$ cat src/rbrf_pkg.sv
// ----------------------------------------------------------------------------
// rbrf_pkg
// Shared constants, types and helpers of the rotating blob ring renderer.
// ----------------------------------------------------------------------------
package rbrf_pkg;

  localparam int LED_COUNT = 24;
  localparam int LED_W     = 6;
  localparam int IDX_W     = $clog2(LED_COUNT);
  localparam int FRAC_W    = 15;
  localparam int POS_W     = 21;
  localparam int UNIT      = 1 << FRAC_W;
  localparam int SPAN      = LED_COUNT * UNIT;
  localparam int HALF      = LED_COUNT * (UNIT / 2);
  localparam int CB_W      = 16;
  localparam int S_W       = 26;
  localparam int P_W       = CB_W + S_W;
  localparam int X_W       = 30;

  localparam logic       OP_RENDER  = 1'b0;
  localparam logic       OP_RESTART = 1'b1;

  localparam logic [2:0] REG_SPEED = 3'd0;
  localparam logic [2:0] REG_TRAIL = 3'd4;

  typedef struct packed {
    logic [CB_W-1:0]   cb_r;
    logic [CB_W-1:0]   cb_g;
    logic [CB_W-1:0]   cb_b;
    logic [CB_W-1:0]   cb_m;
    logic [7:0]        q_r;
    logic [7:0]        q_g;
    logic [7:0]        q_b;
    logic [IDX_W-1:0]  h0;
    logic [IDX_W-1:0]  h1;
    logic [FRAC_W-1:0] f0;
    logic [FRAC_W-1:0] f1;
    logic [1:0]        n;
  } frame_t;

  function automatic logic [8:0] elem_weight(input logic [1:0] k);
    logic [8:0] w;
    case (k)
      2'd0:    w = 9'd256;
      2'd1:    w = 9'd136;
      2'd2:    w = 9'd56;
      default: w = 9'd12;
    endcase
    return w;
  endfunction

endpackage

$ cat src/rbrf_queue.sv
// ----------------------------------------------------------------------------
// rbrf_queue
// Two-entry queue of frame jobs between the front and the back.
// ----------------------------------------------------------------------------
module rbrf_queue (
  input  logic             clk,
  input  logic             rst,
  input  logic             push_valid,
  output logic             push_ready,
  input  rbrf_pkg::frame_t push_frame,
  output logic             pop_valid,
  input  logic             pop_ready,
  output rbrf_pkg::frame_t pop_frame
);
  import rbrf_pkg::*;

  frame_t     mem [2];
  logic       wr_ptr;
  logic       rd_ptr;
  logic [1:0] count;
  logic       do_push;
  logic       do_pop;

  assign push_ready = (count != 2'd2);
  assign pop_valid  = (count != 2'd0);
  assign pop_frame  = mem[rd_ptr];
  assign do_push    = push_valid && push_ready;
  assign do_pop     = pop_valid && pop_ready;

  always_ff @(posedge clk) begin
    if (rst) begin
      wr_ptr <= 1'b0;
      rd_ptr <= 1'b0;
      count  <= 2'd0;
    end else begin
      if (do_push) wr_ptr <= ~wr_ptr;
      if (do_pop) rd_ptr <= ~rd_ptr;
      if (do_push && !do_pop) begin
        count <= count + 2'd1;
      end else if (do_pop && !do_push) begin
        count <= count - 2'd1;
      end
    end
  end

  always_ff @(posedge clk) begin
    if (do_push) mem[wr_ptr] <= push_frame;
  end

endmodule

$ cat config.mk
export PLATFORM = sky130hd
export DESIGN_NAME = rbrf_queue
export DESIGN_NICKNAME = d
export VERILOG_FILES = /design/src/rbrf_pkg.sv /design/src/rbrf_queue.sv
export SDC_FILE = /design/constraint.sdc
export NUM_CORES = 1
export LEC_CHECK = 0
export BUFFER_PORTS_ARGS = -buffer_cell sky130_fd_sc_hd__buf_4
export CORE_ASPECT_RATIO = 1.2
export CORE_MARGIN = 2
export CORE_UTILIZATION = 50
export CTS_BUF_LIST = sky130_fd_sc_hd__clkbuf_8 sky130_fd_sc_hd__clkbuf_16
export DETAILED_ROUTE_END_ITERATION = 10
export PLACE_DENSITY = 0.75
export SYNTH_ARGS = -nofsm -noshare
export SYNTH_HDL_FRONTEND = slang
export SYNTH_SLANG_ARGS = --single-unit
$ cat constraint.sdc
create_clock -name clk -period 10.55 [get_ports clk]
set_clock_uncertainty 0.2 [all_clocks]
set_input_delay 2.11 -clock clk [delete_from_list [all_inputs] [get_ports clk]]
set_output_delay 2.11 -clock clk [all_outputs]
set_load 0.05 [all_outputs]
* Word-level counts from Yosys, hierarchy flattened
Memory sizes are Yosys's and may differ from the RTL's. A register that Yosys moved wholly into a read port is not among the register bits.
Cells that the tools add are included.
** Operators by class
- Muxes and demuxes :: 6
- Eq/ne operators :: 1
- $add $sub $neg :: 2
- Reductions and logical operators :: 8
- Bitwise gates (word level) :: 2
** Operators by type and width (count)
- 1-bit logical AND :: 4
- 1-bit 2-to-1 mux :: 4
- 2-bit 2-to-1 mux :: 2
- 2-bit nonzero test :: 2
- 2-bit by 1-bit adder with 2-bit output (second input constant) :: 1
- 1-bit logical NOT :: 2
- 2-bit inequality test (second input constant) :: 1
- 1-bit inverter :: 2
- 2-bit by 1-bit subtractor with 2-bit output (second input constant) :: 1
** Word-level totals
- Input port bits :: 134
- Bits in writable memories :: 260
- Output and inout bits :: 132
- Memories :: 1
- Logic and storage cells :: 23
- Bits in registers :: 4
** Memory list
- mem :: depth 2, width 130, rd ports 1, clocked after memory_dff 1, wr ports 1, line rbrf_queue.sv:17 : frame_t mem [2];

* Longest topological paths before layout
- Depth after elaboration :: 6
- Depth in mapped cells :: 6
- Mapped depth without buffers :: 6

* Least setup slack after synthesis
OpenSTA, ideal clock, no wires.
- Path kind :: input to register
- Start point :: in push_valid
- End point :: mem mem[1][0] (netlist name), enable pin
- Required time :: 9.845 ns
- Library setup time :: 0.505 ns
- Buffers on the path :: 0
- Arrival time :: 5.152 ns
- Stages :: 1
- Path slack :: 4.693 ns
- Path through :: and3_1
** On the way
- Longest elaborated chain between the ends :: 3
** Ends and longest elaborated chain
- from (decl) :: line rbrf_queue.sv:8 : input logic push_valid,
- 1-bit logical AND :: line rbrf_queue.sv:27 : assign do_push = push_valid && push_ready;
- 1-bit 2-to-1 mux :: line rbrf_queue.sv:47 : if (do_push) mem[wr_ptr] <= push_frame;
- 1-bit 2-to-1 mux (implied by the code) :: line rbrf_queue.sv:47
- to (decl) :: line rbrf_queue.sv:17
No other way between the ends.

==> reports/results.ini <==
[final_layout]
nets = 845
layoutNonFillerInstCount = 982
area_delta_synth_final_pct = 31.2
fill_cells = 1293
drive_gt1_frac = 0.596
n_antenna_cell = 0

[yosys]
synth_edf_count = 260
yosys.area.top_type = edfxtp_1
synth_area_leaders = edfxtp_1 81%, mux2_2 15%, buf_6 1.2%, dfxtp_1 1.0%, xor2_1 0.27%
yosys-top-cells-count = 260 x edfxtp_1, 130 x mux2_2, 10 x buf_6, 5 x dfxtp_1
synth-seq-cells = 265
synth_cell_type_count = 19
syn_inst = 428
yosysSeqAreaShare = 0.821
yosys_warnings = 0
synth.most_common_cell = edfxtp_1
netlist_area_sq_mm = 0.00963
synth_top_flop_cell = edfxtp_1
syn_nets = 563
async_flop_share = 0
yosysTopAreaCellShare = 0.811
syn_avg_cell_area_sq_um = 22.5

[clock_network]
h-tree-depth = 1
cts_sinks = 265
ctsHoldBuffers = 0
postCtsSetupBuffers = 0
clkTransAtPathRegs_ns = 0.06
cts-resized-gates = 0
root_buffer = clkbuf_16
cts_buffers = 26
cts_tree = yes
clock_latency_ns = 0.50
cts_max_path_buffers = 3

[setup_path]
end_kind = output pin
crit_fanout = 68
critPathRequiredTime_ns = 8.24
crit_type = reg -> out
crit_arrival_ns = 2.92
start_kind = flop

[sta]
rsz0062_at_grt = no
fin_ws_ns = 5.32
finalHoldViolations = 0
slew_headroom = 0.333
fin_crit_sh = 0.495
tns_ns = 0
fmax_mhz = 191
min_period_ns = 5.23
setup_viol = 0
drv_slew = 0
tightest_slew_ns = 1.00

[route]
firstDrtPassIters = 4
drcViolationCount = 0
wl_per_cell_um = 19.4
vias_per_cell = 5.04
drt_wl_total_um = 19100
vias = 4954
postRouteAntennaNets = 0
drtIter0Drc = 315

[pwr]
leakagePower_nw = 4.70
power.density_mw_per_mm2 = 275
irDropWorstVdd_v = 0.000192

[die]
die_area_sq_mm = 0.0204
fp.coreArea_sq_mm = 0.0189
rows = 55
fp.dieW_um = 131
start_util = 0.511
io_pins = 266
die_y_um = 156

[grt]
antenna_found_initial = 0
overflow = 0
grt_max_degree = 74
grt_pass1_vias = 5381
grt_pass1_wl_um = 28000
grt_usage = 0.182

[placement]
dp_slack_ns = 5.80
place.gp.congestion = 0.834
place_hpwl_um = 12900
dp.cells = 938
port_buffers = 265

[hold_path]
min-delay-path-class = reg -> reg

[status]
status = finished clean

[flow_run]
drv_cap = 0

report_power, final:
group          switching, W  internal, W
clock network      0.000351     0.000505
registers         0.0000643      0.00132
logic              0.000826     0.000409
total               0.00124      0.00223
layer usage:
metal,GRT usage,part of all wire,vias to the layer above
li1,-,-,2264
met1,0.210,0.37,2435
met2,0.309,0.50,218
met3,0.0706,0.10,37
met4,0.0618,0.027,0
met5,0,0,-
logic make-up (layout without fill, tap and decap cells):
logic type      count (synthesis)  count (layout)  synth area share
flops                         265             265             0.821
simple gates                    9               9           0.00520
buf+inv                        15             313            0.0144
compound gates                  5               5           0.00312
xor+xnor                        3               3           0.00273
fa+ha+maj                       1               1           0.00130
mux                           130             130             0.152
worst max-delay path, stage by stage, from the launching register on:
cell     delay [ns]
dfxtp_4        0.88
buf_4          0.79
mux2_2         0.43
buf_4          0.20
layout make-up:
| cell class | count | area, sq um | share of cell area |
|---|---|---|---|
| clock buffer | 27 | 676 | 0.0535 |
| clock inverter | 17 | 118 | 0.00931 |
| inverter | 1 | 6.26 | 0.000495 |
| multi-input combinational | 148 | 1590 | 0.126 |
| sequential | 265 | 7910 | 0.626 |
| tap | 256 | 320 | 0.0254 |
| timing repair buffer | 268 | 2010 | 0.159 |
layout by cell type, fill, tap and decap left out:
master,synthesis,routed
a21bo_2,1,1
a21oi_1,2,2
and2_1,1,1
and3_4,0,1
buf_4,1,268
bufinv_16,0,2
clkbuf_16,0,27
clkinv_1,0,9
clkinv_2,0,1
dfxtp_1,5,4
dfxtp_4,0,1
edfxtp_1,260,260
ha_1,1,1
inv_1,1,5
inv_4,0,1
mux2_2,130,130
nand2b_1,1,1
nand3b_1,1,1
nor2_1,3,3
o21ai_0,2,2
or2_2,1,1
or3_1,1,1
xor2_1,3,3
flip-flops by register name (all words and copies together), names as in the netlist, named ones only:
name,flops
mem,260
count,2
rd_ptr,1
wr_ptr,1
metrics by stage:
step / area [sq um] / power [W] / hold WS, ns / util
floorplan: 9630 / 0.00231 / 0.271 / -
global placement: 11800 / 0.00263 / 0.288 / 0.628
detailed placement: 11800 / 0.00265 / 0.292 / 0.628
CTS: 12600 / 0.00351 / 0.320 / 0.670
global route: 12600 / 0.00360 / 0.345 / 0.670
finish: 12600 / 0.00347 / 0.318 / 0.670
path summary, 6_finish.rpt:
path	end	slack, ns	startpoint	depth (start not counted)
worst min-delay path	flop	0.32	rd_ptr	2
worst min register to register	flop	0.32	rd_ptr	2
worst max-delay path	pop_frame[37]	5.32	flop	3
worst max register to register	mem[0][103]	7.57	count[0]	4
(Power assumes the default switching activity.)
