<file path="src/rbrf_pkg.sv">
// ----------------------------------------------------------------------------
// rbrf_pkg
// Shared constants, types and helpers of the rotating blob ring renderer.
// ----------------------------------------------------------------------------
package rbrf_pkg;

  localparam int LED_COUNT = 24;
  localparam int LED_W     = 6;
  localparam int IDX_W     = $clog2(LED_COUNT);
  localparam int FRAC_W    = 15;
  localparam int POS_W     = 21;
  localparam int UNIT      = 1 << FRAC_W;
  localparam int SPAN      = LED_COUNT * UNIT;
  localparam int HALF      = LED_COUNT * (UNIT / 2);
  localparam int CB_W      = 16;
  localparam int S_W       = 26;
  localparam int P_W       = CB_W + S_W;
  localparam int X_W       = 30;

  localparam logic       OP_RENDER  = 1'b0;
  localparam logic       OP_RESTART = 1'b1;

  localparam logic [2:0] REG_SPEED = 3'd0;
  localparam logic [2:0] REG_TRAIL = 3'd4;

  typedef struct packed {
    logic [CB_W-1:0]   cb_r;
    logic [CB_W-1:0]   cb_g;
    logic [CB_W-1:0]   cb_b;
    logic [CB_W-1:0]   cb_m;
    logic [7:0]        q_r;
    logic [7:0]        q_g;
    logic [7:0]        q_b;
    logic [IDX_W-1:0]  h0;
    logic [IDX_W-1:0]  h1;
    logic [FRAC_W-1:0] f0;
    logic [FRAC_W-1:0] f1;
    logic [1:0]        n;
  } frame_t;

  function automatic logic [8:0] elem_weight(input logic [1:0] k);
    logic [8:0] w;
    case (k)
      2'd0:    w = 9'd256;
      2'd1:    w = 9'd136;
      2'd2:    w = 9'd56;
      default: w = 9'd12;
    endcase
    return w;
  endfunction

endpackage

</file>
<file path="src/rbrf_cmd_if.sv">
// ----------------------------------------------------------------------------
// rbrf_cmd_if
// Command channel: render or restart requests with color and timing.
// ----------------------------------------------------------------------------
interface rbrf_cmd_if;
  logic        valid;
  logic        ready;
  logic        op;
  logic [15:0] frame_time;
  logic [7:0]  base_red;
  logic [7:0]  base_green;
  logic [7:0]  base_blue;
  logic [7:0]  brightness;

  modport source (output valid, op, frame_time, base_red, base_green, base_blue,
                  brightness, input ready);
  modport sink (input valid, op, frame_time, base_red, base_green, base_blue,
                brightness, output ready);
endinterface

</file>
<file path="src/rbrf_front.sv">
// ----------------------------------------------------------------------------
// rbrf_front
// Accepts commands, keeps the ring position and prepares one frame job.
// ----------------------------------------------------------------------------
module rbrf_front (
  input  logic                 clk,
  input  logic                 rst,
  rbrf_cmd_if.sink             cmd,
  input  logic [15:0]          speed,
  input  logic [3:0]           trail_length,
  output logic                 push_valid,
  input  logic                 push_ready,
  output rbrf_pkg::frame_t     push_frame
);
  import rbrf_pkg::*;

  typedef enum logic [2:0] {
    S_IDLE = 3'b001,
    S_CALC = 3'b010,
    S_PUSH = 3'b100
  } state_t;

  localparam logic [X_W-1:0] SPAN_X = X_W'(SPAN);
  localparam logic [X_W-1:0] BIAS   = X_W'(SPAN * 128);

  state_t           state;
  logic [2:0]       step;
  logic [POS_W-1:0] pos;
  logic [X_W-1:0]   x;
  logic [15:0]      rem_r, rem_g, rem_b;
  logic [8:0]       dm;
  frame_t           frame;

  logic             accept;
  logic [7:0]       mx;
  logic [POS_W:0]   c1_sum;
  logic [POS_W-1:0] c1;
  logic signed [32:0] prod;
  logic [23:0]      delta;
  logic [X_W-1:0]   span_sh;
  logic [16:0]      dm_sh;

  assign cmd.ready  = (state == S_IDLE);
  assign accept     = cmd.valid && cmd.ready;
  assign push_valid = (state == S_PUSH);
  assign push_frame = frame;

  always_comb begin
    mx = cmd.base_red;
    if (cmd.base_green > mx) mx = cmd.base_green;
    if (cmd.base_blue > mx) mx = cmd.base_blue;
    c1_sum = {1'b0, pos} + (POS_W + 1)'(HALF);
    if (c1_sum >= (POS_W + 1)'(SPAN)) begin
      c1_sum = c1_sum - (POS_W + 1)'(SPAN);
    end
    c1 = c1_sum[POS_W-1:0];
    prod = $signed(speed) * $signed({1'b0, cmd.frame_time});
    delta = prod[32:9];
    span_sh = SPAN_X << step;
    dm_sh = {8'd0, dm} << step;
  end

  always_ff @(posedge clk) begin
    if (rst) begin
      state <= S_IDLE;
      step  <= 3'd0;
      pos   <= '0;
    end else begin
      unique case (state)
        S_IDLE: begin
          if (accept) begin
            if (cmd.op == OP_RESTART) begin
              pos <= '0;
            end else begin
              state <= S_CALC;
              step  <= 3'd7;
            end
          end
        end
        S_CALC: begin
          if (step == 3'd0) begin
            state <= S_PUSH;
          end
          step <= step - 3'd1;
        end
        S_PUSH: begin
          if (push_ready) begin
            pos   <= x[POS_W-1:0];
            state <= S_IDLE;
          end
        end
        default: state <= S_IDLE;
      endcase
    end
  end

  always_ff @(posedge clk) begin
    if (state == S_IDLE && accept) begin
      frame.cb_r <= cmd.base_red * cmd.brightness;
      frame.cb_g <= cmd.base_green * cmd.brightness;
      frame.cb_b <= cmd.base_blue * cmd.brightness;
      frame.cb_m <= mx * cmd.brightness;
      frame.q_r  <= '0;
      frame.q_g  <= '0;
      frame.q_b  <= '0;
      frame.h0   <= IDX_W'(pos >> FRAC_W);
      frame.f0   <= pos[FRAC_W-1:0];
      frame.h1   <= IDX_W'(c1 >> FRAC_W);
      frame.f1   <= c1[FRAC_W-1:0];
      frame.n    <= (trail_length > 4'd3) ? 2'd3 : trail_length[1:0];
      rem_r      <= {cmd.base_red, mx};
      rem_g      <= {cmd.base_green, mx};
      rem_b      <= {cmd.base_blue, mx};
      dm         <= {mx, 1'b0};
      x          <= X_W'(pos) + BIAS + {{(X_W - 24){delta[23]}}, delta};
    end else if (state == S_CALC) begin
      if (x >= span_sh) x <= x - span_sh;
      if ({1'b0, rem_r} >= dm_sh) begin
        rem_r <= rem_r - dm_sh[15:0];
        frame.q_r[step] <= 1'b1;
      end
      if ({1'b0, rem_g} >= dm_sh) begin
        rem_g <= rem_g - dm_sh[15:0];
        frame.q_g[step] <= 1'b1;
      end
      if ({1'b0, rem_b} >= dm_sh) begin
        rem_b <= rem_b - dm_sh[15:0];
        frame.q_b[step] <= 1'b1;
      end
    end
  end

endmodule

</file>
<file path="src/flat_wrapper.sv">
// flat-port wrapper written by rule: the top's interface ports become plain ports
module rbrf_front_flat import rbrf_pkg::*;
  (clk, rst, speed, trail_length, push_valid, push_ready, push_frame, cmd_valid, cmd_op, cmd_frame_time, cmd_base_red, cmd_base_green, cmd_base_blue, cmd_brightness, cmd_ready);
  rbrf_cmd_if cmd_i ();
  input  logic clk;
  input  logic rst;
  input  logic [15:0] speed;
  input  logic [3:0] trail_length;
  output logic push_valid;
  input  logic push_ready;
  output rbrf_pkg::frame_t push_frame;
  input wire logic [$bits(cmd_i.valid)-1:0] cmd_valid;
  input wire logic [$bits(cmd_i.op)-1:0] cmd_op;
  input wire logic [$bits(cmd_i.frame_time)-1:0] cmd_frame_time;
  input wire logic [$bits(cmd_i.base_red)-1:0] cmd_base_red;
  input wire logic [$bits(cmd_i.base_green)-1:0] cmd_base_green;
  input wire logic [$bits(cmd_i.base_blue)-1:0] cmd_base_blue;
  input wire logic [$bits(cmd_i.brightness)-1:0] cmd_brightness;
  output wire logic [$bits(cmd_i.ready)-1:0] cmd_ready;
  assign cmd_i.valid = cmd_valid;
  assign cmd_i.op = cmd_op;
  assign cmd_i.frame_time = cmd_frame_time;
  assign cmd_i.base_red = cmd_base_red;
  assign cmd_i.base_green = cmd_base_green;
  assign cmd_i.base_blue = cmd_base_blue;
  assign cmd_i.brightness = cmd_brightness;
  assign cmd_ready = cmd_i.ready;
  rbrf_front u_core (.clk(clk), .rst(rst), .cmd(cmd_i), .speed(speed), .trail_length(trail_length), .push_valid(push_valid), .push_ready(push_ready), .push_frame(push_frame));
endmodule
</file>
<file path="config.mk">
export PLATFORM = sky130hd
export DESIGN_NAME = rbrf_front_flat
export DESIGN_NICKNAME = d
export VERILOG_FILES = /design/src/rbrf_pkg.sv /design/src/rbrf_cmd_if.sv /design/src/rbrf_front.sv /design/src/flat_wrapper.sv
export SDC_FILE = /design/constraint.sdc
export NUM_CORES = 2
export LEC_CHECK = 0
export ABC_AREA = 1
export BUFFER_PORTS_ARGS = -buffer_cell sky130_fd_sc_hd__buf_2
export CAP_MARGIN = 5
export CORE_MARGIN = 10
export CORE_UTILIZATION = 55
export CTS_CLUSTER_SIZE = 24
export DETAILED_ROUTE_END_ITERATION = 10
export PLACE_DENSITY = 0.76
export REMOVE_ABC_BUFFERS = 1
export SETUP_SLACK_MARGIN = 0.2
export SLEW_MARGIN = 20
export SYNTH_ARGS = -nofsm -noshare
export SYNTH_HDL_FRONTEND = slang
export SYNTH_SLANG_ARGS = --single-unit
</file>
<file path="constraint.sdc">
create_clock -name clk -period 7.3 [get_ports clk]
set_clock_uncertainty 0.05 [all_clocks]
set_input_delay 1.095 -clock clk [delete_from_list [all_inputs] [get_ports clk]]
set_output_delay 1.095 -clock clk [all_outputs]
set_load 0.005 [all_outputs]
</file>
## Word level (Yosys, flattened, before mapping)

Cells that the tools add are included.
Widths: inputs -> output; s select.

- Memories kept: 0
- Output and inout port bits: 132
- Bits in latches: 0
- Flip-flop bits (word level): 243
- ROM bits: 0
- Memory bits (writable): 0
- Logic and storage cells: 107

- Reduce and logical (&&, ||, !) cells: 21
- Div/mod/pow operators: 0
- Multiply operators: 5
- Add/subtract/negate cells: 9
- Shift-type cells: 2
- $lt $le $gt $ge: 10
- Equal/unequal tests: 8
- Multiplexer cells: 29
- Bitwise gates (word level): 3

Operators with widths:

| kind | number |
|---|---|
| $mux 16 | 9 |
| $mux 30 | 3 |
| $mul 8x8->16 | 4 |
| $mux 21 | 3 |
| $ge 16x17->1 | 3 |
| $sub 16x16->16 | 3 |
| $pmux 21 s2 | 1 |
| $mul 16x17->33 | 1 |
| $add 30x30->30 | 1 |
| $ge 30x30->1 | 1 |
| $shl 20x3->30 const A | 1 |
| $sub 30x30->30 | 1 |
| $add 21x27->28 const B | 1 |
| $or 8x8->8 | 3 |
| $add 21x19->22 const B | 1 |
| $ge 22x20->1 const B | 1 |
| $mux 20 | 1 |
| $sub 20x20->20 const B | 1 |
| $mux 3 | 6 |
| $shl 9x3->17 | 1 |
| $gt 8x8->1 | 2 |
| $mux 8 | 2 |
| $reduce_and 2->1 | 7 |
| $reduce_bool 2->1 | 7 |
| 17 further kinds | 23 |

## Depth between registers and ports, before layout

- Depth in word-level cells: 5
- Depth in mapped cells: 41
- Gate-level depth less buffers: 38

## Worst setup path after synthesis

No wires, ideal clock.

- Kind: input to register
- Start point: input cmd_frame_time[5]
- End point: register u_core.x[22] (data pin)
- Data arrival time: 7.437 ns
- Setup slack: -0.443 ns
- Setup time: 0.256 ns
- Path buffers: 2
- Required time: 6.994 ns
- Stages: 32
- Cell sequence: clkbuf_1 clkbuf_1 nand2_1 fa_1 inv_1 fa_1 inv_1 fa_1 inv_1 fa_1 fa_1 inv_1 fa_1 inv_1 ha_1 a21oi_1 o21ai_0 a21oi_1 nand2_4 a21o_1 a21oi_1 xnor2_1 ha_1 nand2_1 nor2_1 nand2_1 o211ai_1 nand3_2 nand2_1 nand2_1 nand3_1 nand2_1

- Longest elaborated chain between the ends: 3

RTL lines:

| item | line | source |
|---|---|---|
| start: declaration | flat_wrapper.sv:14 | `input wire logic [$bits(cmd_i.frame_time)-1:0] cmd_frame_time;` |
| $mul 16x17->33 | rbrf_front.sv:57 | `prod = $signed(speed) * $signed({1'b0, cmd.frame_time});` |
| $add 30x30->30 | rbrf_front.sv:115 | `x <= X_W'(pos) + BIAS + {{(X_W - 24){delta[23]}}, delta};` |
| $mux 30 | rbrf_front.sv:98 | `if (state == S_IDLE && accept) begin` |
| end signal: assignment | rbrf_front.sv:115 |  |
| end signal: assignment | rbrf_front.sv:117 | `if (x >= span_sh) x <= x - span_sh;` |
| end: declaration | rbrf_front.sv:29 | `logic [X_W-1:0] x;` |

No other way between the ends.
A chain may end at the register's enable or synchronous reset.

## Worst setup path in the final report

- Start point: input speed[9]
- End point: register u_core.x[23] (data pin)

- Longest elaborated chain between the ends: 3

RTL lines:

| item | line | source |
|---|---|---|
| start: declaration | flat_wrapper.sv:7 | `input logic [15:0] speed;` |
| $mul 16x17->33 | rbrf_front.sv:57 |  |
| $add 30x30->30 | rbrf_front.sv:115 |  |
| $mux 30 | rbrf_front.sv:98 |  |

No other way between the ends.

==> out/qor.yml <==
final_max_slew_violation_count: 0
synth_cell_types: 53
vias: 25815
drc_errors: 0
synth.cell_area_sq_um: 30100
clk_transition_reported_paths_ns: 0.07
period_share: 0.970
detailed_placement_hpwl_mm: 61.5
area_growth_from_synthesis_to_layout_pct: 19.2
global_route.usage.met2: 0.411
multi_input_comb_area_sq_um: 21200
final_number_of_setup_violating_endpoints: 0
rsz_0062_raised_after_global_routing: "true"
proportion_of_synthesized_flip_flops_having_asynchronous_set_or_reset: 0
route.detailed.wl_per_inst_um: 16.1
synth_enable_flop_cells: 172
outcome: "complete, no violations"
setup.worst_path.class: "in -> reg"
share_of_cells_above_drive_strength_1: 0.203
postCtsHoldBufs: 0
postLayoutCoreUtil: 0.664
clock_path_buffers: 3
number_of_global_route_vias_before_repair: 25548
worst_ep_required_time_ns: 7.58
pin_count: 205
netlist_instances: 3774
antenna_found_initial: 2
clock_sink_count: 223
layout.cells.most_common: "sky130_fd_sc_hd__nand2_1"
finalSetupTns_ns: 0
layout.nets: 4939
hold_class: "reg -> reg"
timing.critical_path.slowest_stage_cell: "sky130_fd_sc_hd__fa_1"
die_width_um: 254
mostFrequentLayoutCells: "sky130_fd_sc_hd__nand2_1, sky130_fd_sc_hd__inv_1, sky130_fd_sc_hd__ha_1, sky130_fd_sc_hd__fa_1, sky130_fd_sc_hd__buf_4"
layout_min_cycle_time_ns: 7.08
die_y_um: 254
arrival_ns: 7.36
via_per_inst: 5.29
antenna_left: 0
end_kind: "flip-flop"
gr_met3_demand_resource: 0.0329
finalHoldViolCount: 0
placement.cell_area_sq_um: 33400
maxSlewHeadroom: 0.334
worst-slew-pin-transition_ns: 0.999
grt.busiest_layer: "met2"
worst_skew_pair.late_latency_ns: 0.58
fmaxAchievable_mhz: 141
synth.yosys.seq_area_share: 0.206
cap_viol_max_count: 0
fp_rows: 85
ys_flop_type: "sky130_fd_sc_hd__edfxtp_1"
start_util: 0.557
layout.area.seq_sq_um: 6190
die_area_sq_um: 64500
finish.instance_area_sq_um: 35900
slowest_delay_ns: 0.55
final.fill_count: 4369
min_delay_path_depth: 2
first_pass_grt_wire_length_mm: 127
clock-root-buffer: "sky130_fd_sc_hd__clkbuf_16"
ys_ff_latch: 223
avgSynthCellArea_sq_um: 7.97
largest_driver_fanout_on_the_critical_path: 4
grt-ovfl-total: 0
tritoncts: "yes"
grt_util_all_layers: 0.239
grt_max_degree: 84
initial_drt_markers: 1757
drt_pre_antenna_iters: 5
gr-usage-met1: 0.313
postRouteWirelength_mm: 78.8
n_antenna_cell: 0
cts_max_level: 1
synth-warning-count: 0
gp_congestion: 0.915
floorplan.core_area_sq_um: 54000
start_kind: "input pin"
worstRegToRegCells: 16
port_buffers: 204
cts-buffers-inserted: 27
logic make-up after synthesis:
group | count (synthesis) | share of synthesized area
mux | 3 | 0.00104
simple gates | 1291 | 0.173
fa+ha+maj | 703 | 0.377
xor+xnor | 98 | 0.0285
compound gates | 459 | 0.0869
flops | 223 | 0.206
buf+inv | 997 | 0.128
critical path: cells and delay by family:
| kind | cells | cell delay [ns] |
|---|---|---|
| and+or+nand+nor | 15 | 1.33 |
| adders and majority gates | 8 | 3.76 |
| buffers and inverters | 8 | 0.60 |
| AOI/OAI and AO/OA | 2 | 0.28 |
| xor gates and xnor gates | 1 | 0.27 |
repair_timing:
item,4_1_cts,5_1_grt
pin swaps,46,141
endpoints found under the setup margin,18,27
gates cloned,0,2
resized for setup,84,242
buffers inserted,9,18
flip-flops by register name, indices dropped and copies added, names as in the netlist:
signal	count
u_core.push_frame	113
u_core.x	30
u_core.pos	21
u_core.rem_b	15
u_core.rem_g	15
u_core.rem_r	15
u_core.dm	8
u_core.state	3
u_core.step	3
synth_stat cells (3+ instances only):
| cell | instances | area share |
|---|---|---|
| sky130_fd_sc_hd__nand4_1 | 14 | 0.0029 |
| sky130_fd_sc_hd__ha_1 | 365 | 0.15 |
| sky130_fd_sc_hd__o31ai_1 | 7 | 0.0017 |
| sky130_fd_sc_hd__nand2_1 | 879 | 0.11 |
| sky130_fd_sc_hd__o22ai_1 | 4 | 0.00083 |
| sky130_fd_sc_hd__xnor2_1 | 42 | 0.012 |
| sky130_fd_sc_hd__a21o_1 | 24 | 0.0060 |
| sky130_fd_sc_hd__nand2_2 | 14 | 0.0029 |
| sky130_fd_sc_hd__or2_2 | 24 | 0.0050 |
| sky130_fd_sc_hd__a211oi_1 | 3 | 0.00075 |
| sky130_fd_sc_hd__o2111ai_1 | 5 | 0.0015 |
| sky130_fd_sc_hd__nand3b_1 | 4 | 0.0010 |
| sky130_fd_sc_hd__o21ai_1 | 13 | 0.0022 |
| sky130_fd_sc_hd__dfxtp_1 | 51 | 0.034 |
| sky130_fd_sc_hd__a31oi_1 | 18 | 0.0037 |
| sky130_fd_sc_hd__nor4_1 | 4 | 0.00083 |
| sky130_fd_sc_hd__nor2_1 | 222 | 0.028 |
| sky130_fd_sc_hd__a21oi_1 | 200 | 0.033 |
| sky130_fd_sc_hd__xor2_1 | 56 | 0.016 |
| sky130_fd_sc_hd__nor3_1 | 19 | 0.0032 |
| sky130_fd_sc_hd__edfxtp_1 | 172 | 0.17 |
| sky130_fd_sc_hd__o211ai_1 | 11 | 0.0027 |
| sky130_fd_sc_hd__clkbuf_1 | 112 | 0.014 |
| sky130_fd_sc_hd__o21bai_1 | 6 | 0.0015 |
| sky130_fd_sc_hd__o21ai_2 | 11 | 0.0032 |
| sky130_fd_sc_hd__buf_2 | 14 | 0.0023 |
| sky130_fd_sc_hd__o21a_1 | 4 | 0.0010 |
| sky130_fd_sc_hd__o21ai_0 | 122 | 0.020 |
| sky130_fd_sc_hd__a22oi_1 | 22 | 0.0055 |
| sky130_fd_sc_hd__fa_1 | 338 | 0.22 |
| sky130_fd_sc_hd__inv_1 | 835 | 0.10 |
| sky130_fd_sc_hd__buf_1 | 7 | 0.00087 |
| sky130_fd_sc_hd__nand3_1 | 99 | 0.016 |
| sky130_fd_sc_hd__buf_4 | 22 | 0.0055 |
| sky130_fd_sc_hd__inv_2 | 5 | 0.00062 |
through the flow:
stage	std cells	hold slack, ns	setup slack [ns]
floorplan	3618	0.388	-0.217
detailed placement	4801	0.387	-0.810
finish	4880	0.395	0.217
CTS	4860	0.396	0.181
global placement	4801	0.384	-0.611
global route	4880	0.407	0.00346
routing by layer:
metal  vias to the layer above  wire, um  part of all wire
met2                       819     38700              0.49
met5                         -        26           0.00033
met1                     12391     32900              0.42
li1                      12454         -                 -
met3                       147      5270             0.067
met4                         4      1950             0.025
area by class of cell:
class,instances,share of cell area
clock inverter,20,0.00600
timing repair buffer,515,0.0990
tap,696,0.0243
clock buffer,30,0.0203
sequential,223,0.172
multi-input combinational,2555,0.590
inverter,841,0.0881
worst paths after layout:
path / from / end / slack (ns)
hold / removal: u_core.push_frame[62]$_SDFFE_PP0P_ / u_core.push_frame[62]$_SDFFE_PP0P_ / 0.40
hold reg to reg: u_core.push_frame[62]$_SDFFE_PP0P_ / u_core.push_frame[62]$_SDFFE_PP0P_ / 0.40
setup reg to reg: u_core.step[0]$_SDFFE_PP0P_ / u_core.rem_r[2]$_DFFE_PP_ / 2.37
setup / recovery: speed[9] / u_core.x[23]$_DFFE_PP_ / 0.22
Power is not shown: default switching activity piles up to over one toggle a cycle in this logic, so the estimate is an artifact.
